**config.mk**
```make
export PLATFORM = sky130hd
export DESIGN_NAME = number_to_ascii_formatter_core
export DESIGN_NICKNAME = d
export VERILOG_FILES = /design/src/rtl/n2a_pkg.sv /design/src/rtl/n2a_front.sv /design/src/rtl/n2a_queue.sv /design/src/rtl/n2a_back.sv /design/src/rtl/number_to_ascii_formatter_core.sv
export SDC_FILE = /design/constraint.sdc
export NUM_CORES = 1
export LEC_CHECK = 0
export BUFFER_PORTS_ARGS = -buffer_cell sky130_fd_sc_hd__buf_2
export CAP_MARGIN = 10
export CORE_MARGIN = 1
export CORE_UTILIZATION = 49
export CTS_BUF_LIST = sky130_fd_sc_hd__clkbuf_8
export DETAILED_ROUTE_END_ITERATION = 6
export PLACE_DENSITY_LB_ADDON = 0.25
export SLEW_MARGIN = 10
export SYNTH_ARGS = -nofsm -noshare
export SYNTH_HDL_FRONTEND = slang
export SYNTH_HIERARCHICAL = 1
export SYNTH_SLANG_ARGS = --single-unit
```
**constraint.sdc**
```tcl
create_clock -name i_clk -period 10.2 [get_ports i_clk]
set_input_delay 0.51 -clock i_clk [delete_from_list [all_inputs] [get_ports i_clk]]
set_output_delay 0.51 -clock i_clk [all_outputs]
set_load 0.01 [all_outputs]
```
**src/rtl/n2a_pkg.sv**
```systemverilog
// Shared types, constants and helpers for the number to ASCII formatter.
`default_nettype none

package n2a_pkg;

    // Format selector carried on the input tuser
    typedef enum logic [2:0] {
        OP_HEX_AUTO = 3'd0,
        OP_RAW      = 3'd1,
        OP_HEX4     = 3'd2,
        OP_HEX8     = 3'd3,
        OP_DEC      = 3'd4
    } t_op;

    localparam int MAX_CHARS  = 8;
    localparam int CNT_W      = $clog2(MAX_CHARS + 1);
    localparam int DEC_DIGITS = 5;
    localparam int DIG_CNT_W  = $clog2(DEC_DIGITS + 1);
    localparam int QDEPTH     = 4;
    localparam int QAW        = $clog2(QDEPTH);
    localparam int QCW        = $clog2(QDEPTH + 1);

    // n / 10 == (n * 52429) >> 19 for every 16-bit n
    localparam logic [15:0] DIV10_MUL   = 16'd52429;
    localparam int          DIV10_SHIFT = 19;

    localparam logic [7:0] ASCII_ZERO  = 8'd48;
    localparam logic [7:0] ASCII_ALPHA = 8'd55;

    // One formatted value: chr[0] leaves first, cnt characters are valid
    typedef struct packed {
        logic [CNT_W-1:0]           cnt;
        logic [MAX_CHARS-1:0][7:0] chr;
    } t_ent;

    function automatic logic [7:0] hex_char(input logic [3:0] n);
        if (n < 4'd10) begin
            return ASCII_ZERO + {4'd0, n};
        end
        return ASCII_ALPHA + {4'd0, n};
    endfunction

endpackage

`default_nettype wire

```
**src/rtl/n2a_front.sv**
```systemverilog
// Front end: accepts values, builds hex/raw strings directly and decimal ones digit by digit.
`default_nettype none

module n2a_front
    import n2a_pkg::*;
(
    input  wire logic        i_clk,
    input  wire logic        i_rst_n,
    input  wire logic        i_s_tvalid,
    output logic             o_s_tready,
    input  wire logic [31:0] i_s_tdata,   // [31:0] value
    input  wire logic [7:0]  i_s_tuser,   // [2:0] op, [7:3] zero
    input  wire logic        i_full,
    output logic             o_push,
    output t_ent             o_ent
);

    logic                        r_busy, n_busy;
    logic [DIG_CNT_W-1:0]        r_cnt, n_cnt;
    logic [15:0]                 r_t, n_t;
    logic [DEC_DIGITS-1:0][3:0]  r_dig, n_dig;

    logic        accept;
    logic [15:0] v16;
    logic [31:0] prod;
    logic [12:0] quot;
    logic [15:0] rem16;
    logic        push_hex, push_dec;
    t_ent        hex_ent, dec_ent;
    logic [2:0]  first;

    assign v16        = i_s_tdata[15:0];
    assign o_s_tready = !r_busy && !i_full;
    assign accept     = i_s_tvalid && o_s_tready;

    // One decimal digit per cycle: reciprocal multiply, then remainder by shift-add
    assign prod  = 32'(r_t) * 32'(DIV10_MUL);
    assign quot  = prod[31:DIV10_SHIFT];
    assign rem16 = r_t - {quot, 3'b000} - {2'b00, quot, 1'b0};

    always_comb begin
        hex_ent  = '0;
        push_hex = 1'b0;
        case (t_op'(i_s_tuser[2:0]))
            OP_HEX_AUTO: begin
                push_hex = 1'b1;
                if (v16 <= 16'h00FF) begin
                    hex_ent.cnt = CNT_W'(2);
                    for (int i = 0; i < 2; i++) begin
                        hex_ent.chr[i] = hex_char(v16[7-4*i -: 4]);
                    end
                end else begin
                    hex_ent.cnt = CNT_W'(4);
                    for (int i = 0; i < 4; i++) begin
                        hex_ent.chr[i] = hex_char(v16[15-4*i -: 4]);
                    end
                end
            end
            OP_RAW: begin
                push_hex       = 1'b1;
                hex_ent.cnt    = CNT_W'(2);
                hex_ent.chr[0] = v16[15:8];
                hex_ent.chr[1] = v16[7:0];
            end
            OP_HEX4: begin
                push_hex    = 1'b1;
                hex_ent.cnt = CNT_W'(4);
                for (int i = 0; i < 4; i++) begin
                    hex_ent.chr[i] = hex_char(v16[15-4*i -: 4]);
                end
            end
            OP_HEX8: begin
                push_hex    = 1'b1;
                hex_ent.cnt = CNT_W'(8);
                for (int i = 0; i < MAX_CHARS; i++) begin
                    hex_ent.chr[i] = hex_char(i_s_tdata[31-4*i -: 4]);
                end
            end
            default: begin
                push_hex = 1'b0;
            end
        endcase
        push_hex = push_hex && accept;
    end

    // Strip leading zeros, keep at least the units digit
    always_comb begin
        if (r_dig[0] != 4'd0) begin
            first = 3'd0;
        end else if (r_dig[1] != 4'd0) begin
            first = 3'd1;
        end else if (r_dig[2] != 4'd0) begin
            first = 3'd2;
        end else if (r_dig[3] != 4'd0) begin
            first = 3'd3;
        end else begin
            first = 3'd4;
        end
        dec_ent     = '0;
        dec_ent.cnt = CNT_W'(DEC_DIGITS) - CNT_W'(first);
        for (int i = 0; i < DEC_DIGITS; i++) begin
            for (int k = 0; k < DEC_DIGITS; k++) begin
                if (3'(k) == 3'(i) + first) begin
                    dec_ent.chr[i] = ASCII_ZERO + {4'd0, r_dig[k]};
                end
            end
        end
    end

    assign push_dec = r_busy && (r_cnt == DIG_CNT_W'(DEC_DIGITS)) && !i_full;
    assign o_push   = push_hex || push_dec;
    assign o_ent    = r_busy ? dec_ent : hex_ent;

    always_comb begin
        n_busy = r_busy;
        n_cnt  = r_cnt;
        n_t    = r_t;
        n_dig  = r_dig;
        if (r_busy) begin
            if (r_cnt != DIG_CNT_W'(DEC_DIGITS)) begin
                n_t   = 16'(quot);
                n_dig = {r_dig[DEC_DIGITS-2:0], rem16[3:0]};
                n_cnt = r_cnt + 1'b1;
            end else if (push_dec) begin
                n_busy = 1'b0;
            end
        end else if (accept && t_op'(i_s_tuser[2:0]) == OP_DEC) begin
            n_busy = 1'b1;
            n_cnt  = '0;
            n_t    = v16;
        end
    end

    always_ff @(posedge i_clk) begin
        if (!i_rst_n) begin
            r_busy <= 1'b0;
            r_cnt  <= '0;
        end else begin
            r_busy <= n_busy;
            r_cnt  <= n_cnt;
        end
        r_t   <= n_t;
        r_dig <= n_dig;
    end

    a_step: assert property (@(posedge i_clk) disable iff (!i_rst_n)
        r_busy && r_cnt != DIG_CNT_W'(DEC_DIGITS) |=> r_busy && r_cnt == $past(r_cnt) + 1'b1)
        else $error("decimal conversion did not advance");

    a_one_src: assert property (@(posedge i_clk) disable iff (!i_rst_n)
        !(push_hex && r_busy))
        else $error("input taken during decimal conversion");

endmodule

`default_nettype wire

```
**src/rtl/n2a_queue.sv**
```systemverilog
// Small FIFO of formatted strings between front and back ends.
`default_nettype none

module n2a_queue
    import n2a_pkg::*;
(
    input  wire logic i_clk,
    input  wire logic i_rst_n,
    input  wire logic i_push,
    input  t_ent      i_ent,
    output logic      o_full,
    input  wire logic i_pop,
    output logic      o_valid,
    output t_ent      o_ent
);

    t_ent           r_mem [QDEPTH];
    logic [QAW-1:0] r_wp, r_rp;
    logic [QCW-1:0] r_count;

    assign o_full  = r_count == QCW'(QDEPTH);
    assign o_valid = r_count != '0;
    assign o_ent   = r_mem[r_rp];

    always_ff @(posedge i_clk) begin
        if (!i_rst_n) begin
            r_wp    <= '0;
            r_rp    <= '0;
            r_count <= '0;
        end else begin
            if (i_push) begin
                r_wp <= r_wp + 1'b1;
            end
            if (i_pop) begin
                r_rp <= r_rp + 1'b1;
            end
            case ({i_push, i_pop})
                2'b10:   r_count <= r_count + 1'b1;
                2'b01:   r_count <= r_count - 1'b1;
                default: r_count <= r_count;
            endcase
        end
        if (i_push) begin
            r_mem[r_wp] <= i_ent;
        end
    end

    a_no_overflow: assert property (@(posedge i_clk) disable iff (!i_rst_n)
        !(i_push && o_full))
        else $error("push into full queue");

    a_no_underflow: assert property (@(posedge i_clk) disable iff (!i_rst_n)
        !(i_pop && !o_valid))
        else $error("pop from empty queue");

endmodule

`default_nettype wire

```
**src/rtl/n2a_back.sv**
```systemverilog
// Back end: shifts out one character per beat from the current string.
`default_nettype none

module n2a_back
    import n2a_pkg::*;
(
    input  wire logic       i_clk,
    input  wire logic       i_rst_n,
    input  wire logic       i_valid,
    input  t_ent            i_ent,
    output logic            o_pop,
    output logic            o_m_tvalid,
    input  wire logic       i_m_tready,
    output logic [7:0]      o_m_tdata,   // [7:0] out_char
    output logic            o_m_tlast    // last_char
);

    logic [MAX_CHARS-1:0][7:0] r_chr;
    logic [CNT_W-1:0]          r_left;
    logic                      load_out;
    logic                      buf_done;

    assign load_out = (!o_m_tvalid || i_m_tready) && r_left != '0;
    // Refill as the last character moves into the output register
    assign buf_done = r_left == '0 || (load_out && r_left == CNT_W'(1));
    assign o_pop    = i_valid && buf_done;

    always_ff @(posedge i_clk) begin
        if (!i_rst_n) begin
            r_left     <= '0;
            o_m_tvalid <= 1'b0;
        end else begin
            if (o_pop) begin
                r_left <= i_ent.cnt;
            end else if (load_out) begin
                r_left <= r_left - 1'b1;
            end
            if (load_out) begin
                o_m_tvalid <= 1'b1;
            end else if (i_m_tready) begin
                o_m_tvalid <= 1'b0;
            end
        end
        if (o_pop) begin
            r_chr <= i_ent.chr;
        end else if (load_out) begin
            r_chr <= {8'd0, r_chr[MAX_CHARS-1:1]};
        end
        if (load_out) begin
            o_m_tdata <= r_chr[0];
            o_m_tlast <= r_left == CNT_W'(1);
        end
    end

    a_left_range: assert property (@(posedge i_clk) disable iff (!i_rst_n)
        r_left <= CNT_W'(MAX_CHARS))
        else $error("character count out of range");

endmodule

`default_nettype wire

```
**src/rtl/number_to_ascii_formatter_core.sv**
```systemverilog
// Top level of the number to ASCII formatter.
//
// Input stream: tdata carries a 32-bit value, tuser[2:0] the format
// (hex auto width, raw two bytes, hex 4 digits, hex 8 digits, decimal).
// Output stream: one character per beat in tdata, tlast on the final
// character of each value. Undefined formats produce no beats.
// Hex and raw values are built in the cycle they are accepted; decimal
// values are built in the front end one digit per cycle through a
// reciprocal multiplier and then handed over once the queue has room,
// during which tready is low.
// A four-entry string queue parts the front end from the character
// shifter, so input is taken while earlier strings are still going out.
// While the receiver is ready and strings are waiting, the output runs
// at one character per cycle, back to back across values, so for hex
// and raw values (2 to 8 characters) the output port is the limit; a
// decimal value holds the input for longer than its characters take to
// go out, so decimal runs are limited by the front end.
// A stalled receiver holds the current beat; the queue then fills and
// tready drops. Synchronous reset empties the queue and drops all beats.
`default_nettype none

module number_to_ascii_formatter_core
    import n2a_pkg::*;
(
    input  wire logic        i_clk,
    input  wire logic        i_rst_n,
    input  wire logic        i_s_tvalid,
    output logic             o_s_tready,
    input  wire logic [31:0] i_s_tdata,   // [31:0] value
    input  wire logic [7:0]  i_s_tuser,   // [2:0] op, [7:3] zero
    output logic             o_m_tvalid,
    input  wire logic        i_m_tready,
    output logic [7:0]       o_m_tdata,   // [7:0] out_char
    output logic             o_m_tlast    // last_char
);

    logic push, full, pop, q_valid;
    t_ent push_ent, q_ent;

    n2a_front u_front (
        .i_clk      (i_clk),
        .i_rst_n    (i_rst_n),
        .i_s_tvalid (i_s_tvalid),
        .o_s_tready (o_s_tready),
        .i_s_tdata  (i_s_tdata),
        .i_s_tuser  (i_s_tuser),
        .i_full     (full),
        .o_push     (push),
        .o_ent      (push_ent)
    );

    n2a_queue u_queue (
        .i_clk   (i_clk),
        .i_rst_n (i_rst_n),
        .i_push  (push),
        .i_ent   (push_ent),
        .o_full  (full),
        .i_pop   (pop),
        .o_valid (q_valid),
        .o_ent   (q_ent)
    );

    n2a_back u_back (
        .i_clk      (i_clk),
        .i_rst_n    (i_rst_n),
        .i_valid    (q_valid),
        .i_ent      (q_ent),
        .o_pop      (pop),
        .o_m_tvalid (o_m_tvalid),
        .i_m_tready (i_m_tready),
        .o_m_tdata  (o_m_tdata),
        .o_m_tlast  (o_m_tlast)
    );

endmodule

`default_nettype wire

```
==> impl_metrics.csv, run 1 <==
group,metric,value,unit
run_status,violations,"design-rule violations",
synthesis,synthDistinctLibCells,76,
clock_tree,path_clk_slew,0.07,ns
floorplanning,ioPinCount,55,
hold_path,min_path_type,"in -> reg",
detailed_routing,antenna_left,0,
detailed_routing,drt_iter0_markers,1139,
worst_setup_path,critPathArrivalTime,6.93,ns
place,dpl-instance-area,22700,sq um
power_and_ir_drop,power.total,0.00640,W
synthesis,syn_avg_cell_area,13.2,sq um
power_and_ir_drop,p_leak,9.46,nW
place,hpwl,34.8,mm
sta,rsz0062_at_grt,"no",
worst_setup_path,cp_data_required_time,10.55,ns
worst_setup_path,rr_worst_depth,21,
finish,final_cell_mix,"edfxtp_1 (381), nand2_1 (227), inv_1 (208)",
synthesis,seq_area_frac_synth,53.8,%
finish,nets,2014,
detailed_routing,routed-via-count,13400,
finish,n_fill_cell,3715,
worst_setup_path,cp-start-kind,"register",
grt,grt_util_all_layers,22.9,%
place,port_buffers,49,
detailed_routing,drt-total-wl,50.3,mm
place,place_congestion,0.928,
worst_setup_path,worstPathMaxFanout,5,
worst_setup_path,timing.rr.end,"u_front/r_dig[3]$_DFFE_PP_",
finish,layout_commonest_cell,"edfxtp_1",
synthesis,yosys_warnings,6,
grt,grt_pass1_wl,78.3,mm
hold_path,holdPathEnd,"u_back/r_left[3]$_SDFFE_PN0P_",
finish,areaGrowthSynthToFinish,8.15,%
power_and_ir_drop,ir_drop,0.000327,V
sta,relSlewSlack,31.9,%
floorplanning,fp.dieW,214,um
sta,maxSlewViolCount,0,
clock_tree,cts_root_buf,"clkbuf_8",
clock_tree,cts_resized,0,
synthesis,ys_seq_elements,399,
clock_tree,ctsHoldBuffers,0,
detailed_routing,via_per_inst,5.64,
sta,timing.final.ws_setup,3.62,ns
worst_setup_path,cpMostUsedCell,"fa_1",
sta,fin_crit,6.58,ns
sta,fmax,0.152,GHz
synthesis,ys.flop_type,"edfxtp_1",
clock_tree,tritoncts,"yes",
floorplanning,dieArea,45600,sq um
clock_tree,clk_path_buf_depth,3,
grt,overflow,0,
synthesis,async_flop_share,0,%
floorplanning,chipHeight,214,um
finish,finalNonFillerCells,2370,
floorplanning,initial_utilization,49.6,%
clock_tree,cts_max_level,2,
finish,post_route_cells_drive_above_1_share,13.7,%
grt,grt_antenna_before_repair,9,
sta,period_share,64.5,%
hold_path,hold_path.startpoint,"i_rst_n",
clock_tree,numCtsBuffers,60,
floorplanning,num_rows,77,
clock_tree,clock_latency,0.61,ns
place,post-place-ws,3.68,ns
sta,worst_pin_slew,1.02,ns
floorplanning,core,44200,sq um
grt,grt_max_degree,68,
place,place_inst,2261,
sta,finalClockSkew,0.0270,ns
worst_setup_path,slowest_delay,0.58,ns
detailed_routing,wire_per_inst,21.2,um
worst_setup_path,crit_type,"reg -> reg",
sta,finalSetupViolations,0,
detailed_routing,dr.pass1.iters,7,
worst_setup_path,r2r_slack,3.62,ns
synthesis,synth_edf_count,381,
clock_tree,postCtsSetupRepairBufs,0,
run_status,status,"finished with violations",
worst_setup_path,slowest_stage,"edfxtp_1",
power_and_ir_drop,p_per_area,270,nW/um^2
hold_path,hold_depth,3,
synthesis,syn_area,21900,sq um
finish,final_area,23700,sq um
sta,hold_violations,0,
synthesis,postSynthCellCount,1665,
worst_setup_path,r2r_start,"u_front/r_t[7]$_DFFE_PP_",
worst_setup_path,path_cells,"ha_1 -> inv_1 -> fa_1 -> inv_1 -> fa_1 -> fa_1 -> fa_1 -> inv_1 -> fa_1 -> inv_1 -> ha_1 -> a211o_1 -> a2111o_1 -> o211a_1 -> nor3_1 -> nor2_1 -> ha_1 -> and2_1 -> nor2_1 -> mux2_2 -> xnor2_1",
worst_setup_path,worstSetupEndpointType,"register",
detailed_routing,drc,15,
flow_run,maxCapViolations,0,
grt,grt_pass1_vias,13400,
sta,setup_tns,0,ns
clock_tree,cts_sinks,399,
## logic make-up (layout without fill, tap and decap cells)
logic type | after synthesis | count (layout) | share of synthesized area (%)
compound gates | 235 | 235 | 7.06
xor+xnor | 33 | 33 | 1.32
fa+ha+maj | 239 | 239 | 16.4
buf+inv | 257 | 358 | 5.13
flops | 399 | 399 | 53.8
mux | 81 | 81 | 7.59
other cells | 1 | 13 | 0.0171
simple gates | 420 | 420 | 8.68
## cell type report
cell class	count	area [sq um]	share of cell area (%)
clock buffers	63	867	3.65
inverters	194	728	3.07
well taps	592	741	3.12
repair buffers	62	343	1.45
flip-flops and latches	399	11800	49.8
diodes	7	17.5	0.0738
clock inverters	39	179	0.754
multi-input cells	1014	9040	38.1
## cell usage after synthesis, types with 4 or more instances
master / n / area share (%)
and2_1: 23 / 0.66
nand2_1: 227 / 3.9
o21a_1: 10 / 0.34
o211ai_1: 5 / 0.17
fa_1: 81 / 7.4
and3_1: 8 / 0.23
a222oi_1: 10 / 0.46
buf_6: 7 / 0.36
a21o_1: 12 / 0.41
inv_1: 192 / 3.3
a22oi_1: 11 / 0.38
and3_2: 5 / 0.17
a211oi_1: 4 / 0.14
xnor2_1: 24 / 0.96
mux2i_1: 10 / 0.46
o21ai_0: 48 / 1.1
mux4_2: 68 / 7.0
a21oi_1: 53 / 1.2
nor3_1: 19 / 0.43
xor2_1: 9 / 0.36
nand3_1: 13 / 0.30
nand2b_1: 8 / 0.23
nor2b_1: 11 / 0.31
buf_2: 14 / 0.32
o22ai_1: 20 / 0.57
nor2_1: 74 / 1.3
ha_1: 158 / 9.0
a31oi_1: 9 / 0.26
buf_4: 11 / 0.38
a21boi_0: 8 / 0.27
o31ai_1: 7 / 0.24
or3_1: 4 / 0.11
clkbuf_1: 27 / 0.46
o21ai_1: 5 / 0.11
nand4_1: 4 / 0.11
a221oi_1: 4 / 0.16
dfxtp_1: 18 / 1.6
edfxtp_1: 381 / 52
or4_1: 4 / 0.14
## per-stage QoR
step / hold WS (ns) / util (%)
6_report: 0.258 / 53.6
5_1_grt: 0.242 / 53.6
4_1_cts: 0.222 / 53.6
3_5_place_dp: 0.405 / 51.2
3_3_place_gp: 0.406 / 51.2
2_1_floorplan: 0.400 / -
## metal layers
metal	wire, um	track usage (%)	up-vias	share of wire (%)
met2	24600	38.1	394	49
met1	21500	30.7	6731	43
met4	1350	7.61	6	2.7
li1	-	-	6144	-
met3	2790	3.62	97	5.6
met5	37	0	-	0.074
## power by group
| part | switching, W | leakage, nW | internal (W) | total, W |
|---|---|---|---|---|
| Combinational | 0.00175 | 5.09 | 0.00119 | 0.00295 |
| Sequential | 0.0000976 | 3.76 | 0.00220 | 0.00230 |
| Clock | 0.000584 | 0.605 | 0.000568 | 0.00115 |
| Total | 0.00244 | 9.46 | 0.00397 | 0.00640 |
## critical path, delay by kind of cell, from the launching register on
kind | cells | cell delay, ns
fa+ha+maj | 8 | 3.67
compound gates | 3 | 0.90
flops | 1 | 0.58
simple gates | 4 | 0.49
mux | 1 | 0.28
buf+inv | 4 | 0.27
xor+xnor | 1 | 0.13
## sequential cells by signal (all words and copies together), names as in the netlist, named ones only
name	flops
u_front/r_t	16
u_front/r_cnt	3
u_back/o_m_tvalid	1
u_back/r_left	4
u_queue/r_mem	272
u_front/r_busy	1
u_back/o_m_tdata	8
u_back/o_m_tlast	1
u_back/r_chr	64
u_queue/r_rp	2
u_front/r_dig	20
u_queue/r_count	3
u_queue/r_wp	2
## worst max-delay path by stage
| stage | startpoint | end | cells past startpoint |
|---|---|---|---|
| final | u_front/r_t[7]$_DFFE_PP_ | u_front/r_dig[3]$_DFFE_PP_ | 21 |
| after floorplan | u_front/r_t[3]$_DFFE_PP_ | u_front/r_dig[3]$_DFFE_PP_ | 21 |
| after global routing | u_front/r_t[7]$_DFFE_PP_ | u_front/r_dig[3]$_DFFE_PP_ | 21 |
| after detailed placement | u_front/r_t[7]$_DFFE_PP_ | u_front/r_dig[3]$_DFFE_PP_ | 21 |
| after CTS | u_front/r_t[7]$_DFFE_PP_ | u_front/r_dig[3]$_DFFE_PP_ | 21 |
| after global placement | u_front/r_t[7]$_DFFE_PP_ | u_front/r_dig[3]$_DFFE_PP_ | 21 |
Note: power is estimated with default switching activity, not from simulation.
==> run 2: changes to the inputs <==
clock period = 6 ns   (was 10.2 ns; I/O delays follow)
==> run 2 against run 1 <==
- via count grew 1.5%
- combinational power up 85%
- worst setup slack got worse by 3.6 ns
- sequential share of layout area fell by 1.1 points
- worst hold slack got worse by 0.19 ns
- largest cell class unchanged
- cell area grew 2.3%
- critical path depth did not move
- the run now ends clean
- clock skew up 0.0059 ns
- non-clock buffer count grew 44
- global-route usage rose by 0.76 points
- clock power increased by 91%
- flip-flop and latch count did not move
==> impl_metrics.csv, run 2 (same netlist as run 1, synthesis figures left out) <==
group,metric,value,unit
run_status,status,"complete, no violations",
worst_setup_path,path_cells,"ha_4 -> inv_1 -> fa_1 -> inv_1 -> fa_1 -> fa_1 -> fa_1 -> inv_1 -> fa_1 -> inv_2 -> ha_4 -> a211o_1 -> a2111o_1 -> o211a_1 -> nor3_2 -> nor2_1 -> ha_1 -> and2_4 -> nor2b_1 -> mux2_2 -> xnor2_1",
sta,finalSetupViolations,0,
grt,overflow,0,
sta,hold_slack,0.0685,ns
worst_setup_path,worstSetupEndpointType,"register",
worst_setup_path,cp_num_buf_inv,4,
power_and_ir_drop,ir_drop,0.000328,V
finish,post_route_cells_drive_above_1_share,16.4,%
hold_path,holdPathEnd,"u_front/r_busy$_SDFF_PN0_",
worst_setup_path,cp_data_required_time,6.38,ns
sta,worst_pin_slew,0.963,ns
grt,grt_util_met3,4.12,%
finish,layout_commonest_cell,"edfxtp_1",
grt,grt_util_met2,39.0,%
clock_tree,clk_path_buf_depth,3,
place,port_buffers,49,
grt,grt_pass1_wl,79.4,mm
place,place_congestion,0.922,
finish,nets,2065,
floorplanning,ioPinCount,55,
grt,grt_antenna_before_repair,5,
worst_setup_path,cp-start-kind,"register",
finish,post-route-util,54.9,%
sta,hold_violations,0,
hold_path,min_path_type,"in -> reg",
clock_tree,clock_latency,0.64,ns
floorplanning,dieArea,45600,sq um
detailed_routing,routed-via-count,13600,
worst_setup_path,critPathArrivalTime,6.31,ns
worst_setup_path,slowest_delay,0.53,ns
finish,top_regs,"u_queue/r_mem: 272 flops, u_back/r_chr: 64 flops, u_front/r_dig: 20 flops",
place,post-place-ws,-0.105,ns
detailed_routing,dr.pass1.iters,7,
detailed_routing,drt_iter0_markers,1046,
worst_setup_path,slowest_stage,"fa_1",
floorplanning,chipHeight,214,um
hold_path,hold_depth,3,
detailed_routing,wire_per_inst,21.5,um
worst_setup_path,timing.rr.end,"u_front/r_dig[3]$_DFFE_PP_",
worst_setup_path,worstPathMaxFanout,4,
floorplanning,core,44200,sq um
clock_tree,cts_max_level,3,
flow_run,maxCapViolations,0,
grt,grt_pass1_vias,13700,
worst_setup_path,startpoint,"u_front/r_t[2]$_DFFE_PP_",
finish,n_fill_cell,3675,
clock_tree,cts_sinks,399,
power_and_ir_drop,p_per_area,477,nW/um^2
hold_path,hold_path.startpoint,"i_s_tvalid",
sta,setup_tns,0,ns
finish,largest_reg_flops,272,
detailed_routing,drc,0,
worst_setup_path,r2r_start,"u_front/r_t[2]$_DFFE_PP_",
sta,maxSlewViolCount,0,
worst_setup_path,cpMostUsedCell,"fa_1",
sta,relSlewSlack,35.8,%
sta,fin_crit,5.93,ns
finish,areaGrowthSynthToFinish,10.6,%
sta,rsz0062_at_grt,"yes",
detailed_routing,drt-total-wl,52.0,mm
worst_setup_path,crit_type,"reg -> reg",
clock_tree,cts_root_buf,"clkbuf_8",
grt,top_usage_layer,"met2",
floorplanning,num_rows,77,
finish,final_cell_mix,"edfxtp_1 (381), nand2_1 (227), inv_1 (206)",
sta,timing.final.ws_setup,0.0695,ns
place,hpwl,36.1,mm
finish,regMostFlops,"u_queue/r_mem",
detailed_routing,via_per_inst,5.61,
sta,finalClockSkew,0.0329,ns
floorplanning,fp.dieW,214,um
clock_tree,numCtsBuffers,67,
detailed_routing,antenna_left,0,
finish,multi_input_area,9110,sq um
sta,period_share,98.8,%
worst_setup_path,r2r_slack,0.07,ns
grt,grt_util_all_layers,23.6,%
grt,grt_max_degree,69,
grt,grt_util_met1,31.3,%
sta,fmax,0.169,GHz
worst_setup_path,critPathTopFamily,"adder cells",
worst_setup_path,rr_worst_depth,21,
power_and_ir_drop,p_leak,9.73,nW
floorplanning,initial_utilization,49.6,%
clock_tree,path_clk_slew,0.06,ns
clock_tree,tritoncts,"yes",
finish,ff_latch_area,11800,sq um
[run 2: worst max-delay path by stage]
stage | end | slack [ns] | cells past startpoint
floorplan | u_front/r_dig[3]$_DFFE_PP_ | 0.02 | 21
global placement | u_front/r_dig[3]$_DFFE_PP_ | -0.05 | 21
detailed placement | u_front/r_dig[3]$_DFFE_PP_ | -0.10 | 21
CTS | u_front/r_dig[3]$_DFFE_PP_ | 0.01 | 22
global route | u_front/r_dig[3]$_DFFE_PP_ | -0.15 | 21
finish | u_front/r_dig[3]$_DFFE_PP_ | 0.07 | 21
[run 2: routing by layer]
layer  wire, um  vias to the layer above
met5         37                        -
met4       1540                        6
met3       2830                       99
met2      25400                      427
met1      22200                     6805
li1           -                     6240
[run 2: per-stage QoR]
step | std cells | power (W) | instance area, sq um
after floorplan | 1670 | 0.00777 | 22000
after global placement | 2293 | 0.00908 | 22900
after detailed placement | 2293 | 0.00918 | 22900
after CTS | 2415 | 0.0115 | 24200
after global routing | 2421 | 0.0125 | 24300
final | 2421 | 0.0116 | 24300
[run 2: where the power goes]
group          internal, W  total, W  switching, W
Sequential         0.00375   0.00392      0.000177
Clock              0.00111   0.00220       0.00109
Combinational      0.00239   0.00545       0.00306
[run 2: worst reg2reg max path: stages (launching register included)]
cell and delay, ns:
edfxtp_1 0.50, ha_4 0.32, inv_1 0.05, fa_1 0.53
inv_1 0.05, fa_1 0.47, fa_1 0.50, fa_1 0.50
inv_1 0.05, fa_1 0.49, inv_2 0.05, ha_4 0.21
a211o_1 0.30, a2111o_1 0.32, o211a_1 0.26, nor3_2 0.17
nor2_1 0.08, ha_1 0.29, and2_4 0.14, nor2b_1 0.04
mux2_2 0.26, xnor2_1 0.12
[run 2: layout make-up]
cell class / instances / share of cell area (%)
Sequential cell: 399 / 48.7
Multi-Input combinational cell: 1014 / 37.5
Clock buffer: 71 / 4.03
Tap cell: 592 / 3.05
Inverter: 194 / 3.00
Timing Repair Buffer: 106 / 2.80
Clock inverter: 44 / 0.897
Antenna cell: 1 / 0.0103
[run 2: what timing repair did]
item                                    4_1_cts  5_1_grt
endpoints found under the setup margin        1        8
buffers inserted                              4        5
gates cloned                                  0        0
hold endpoints to repair                     11        0
pin swaps                                    14       11
hold buffers                                  3        0
resized for setup                             5        4
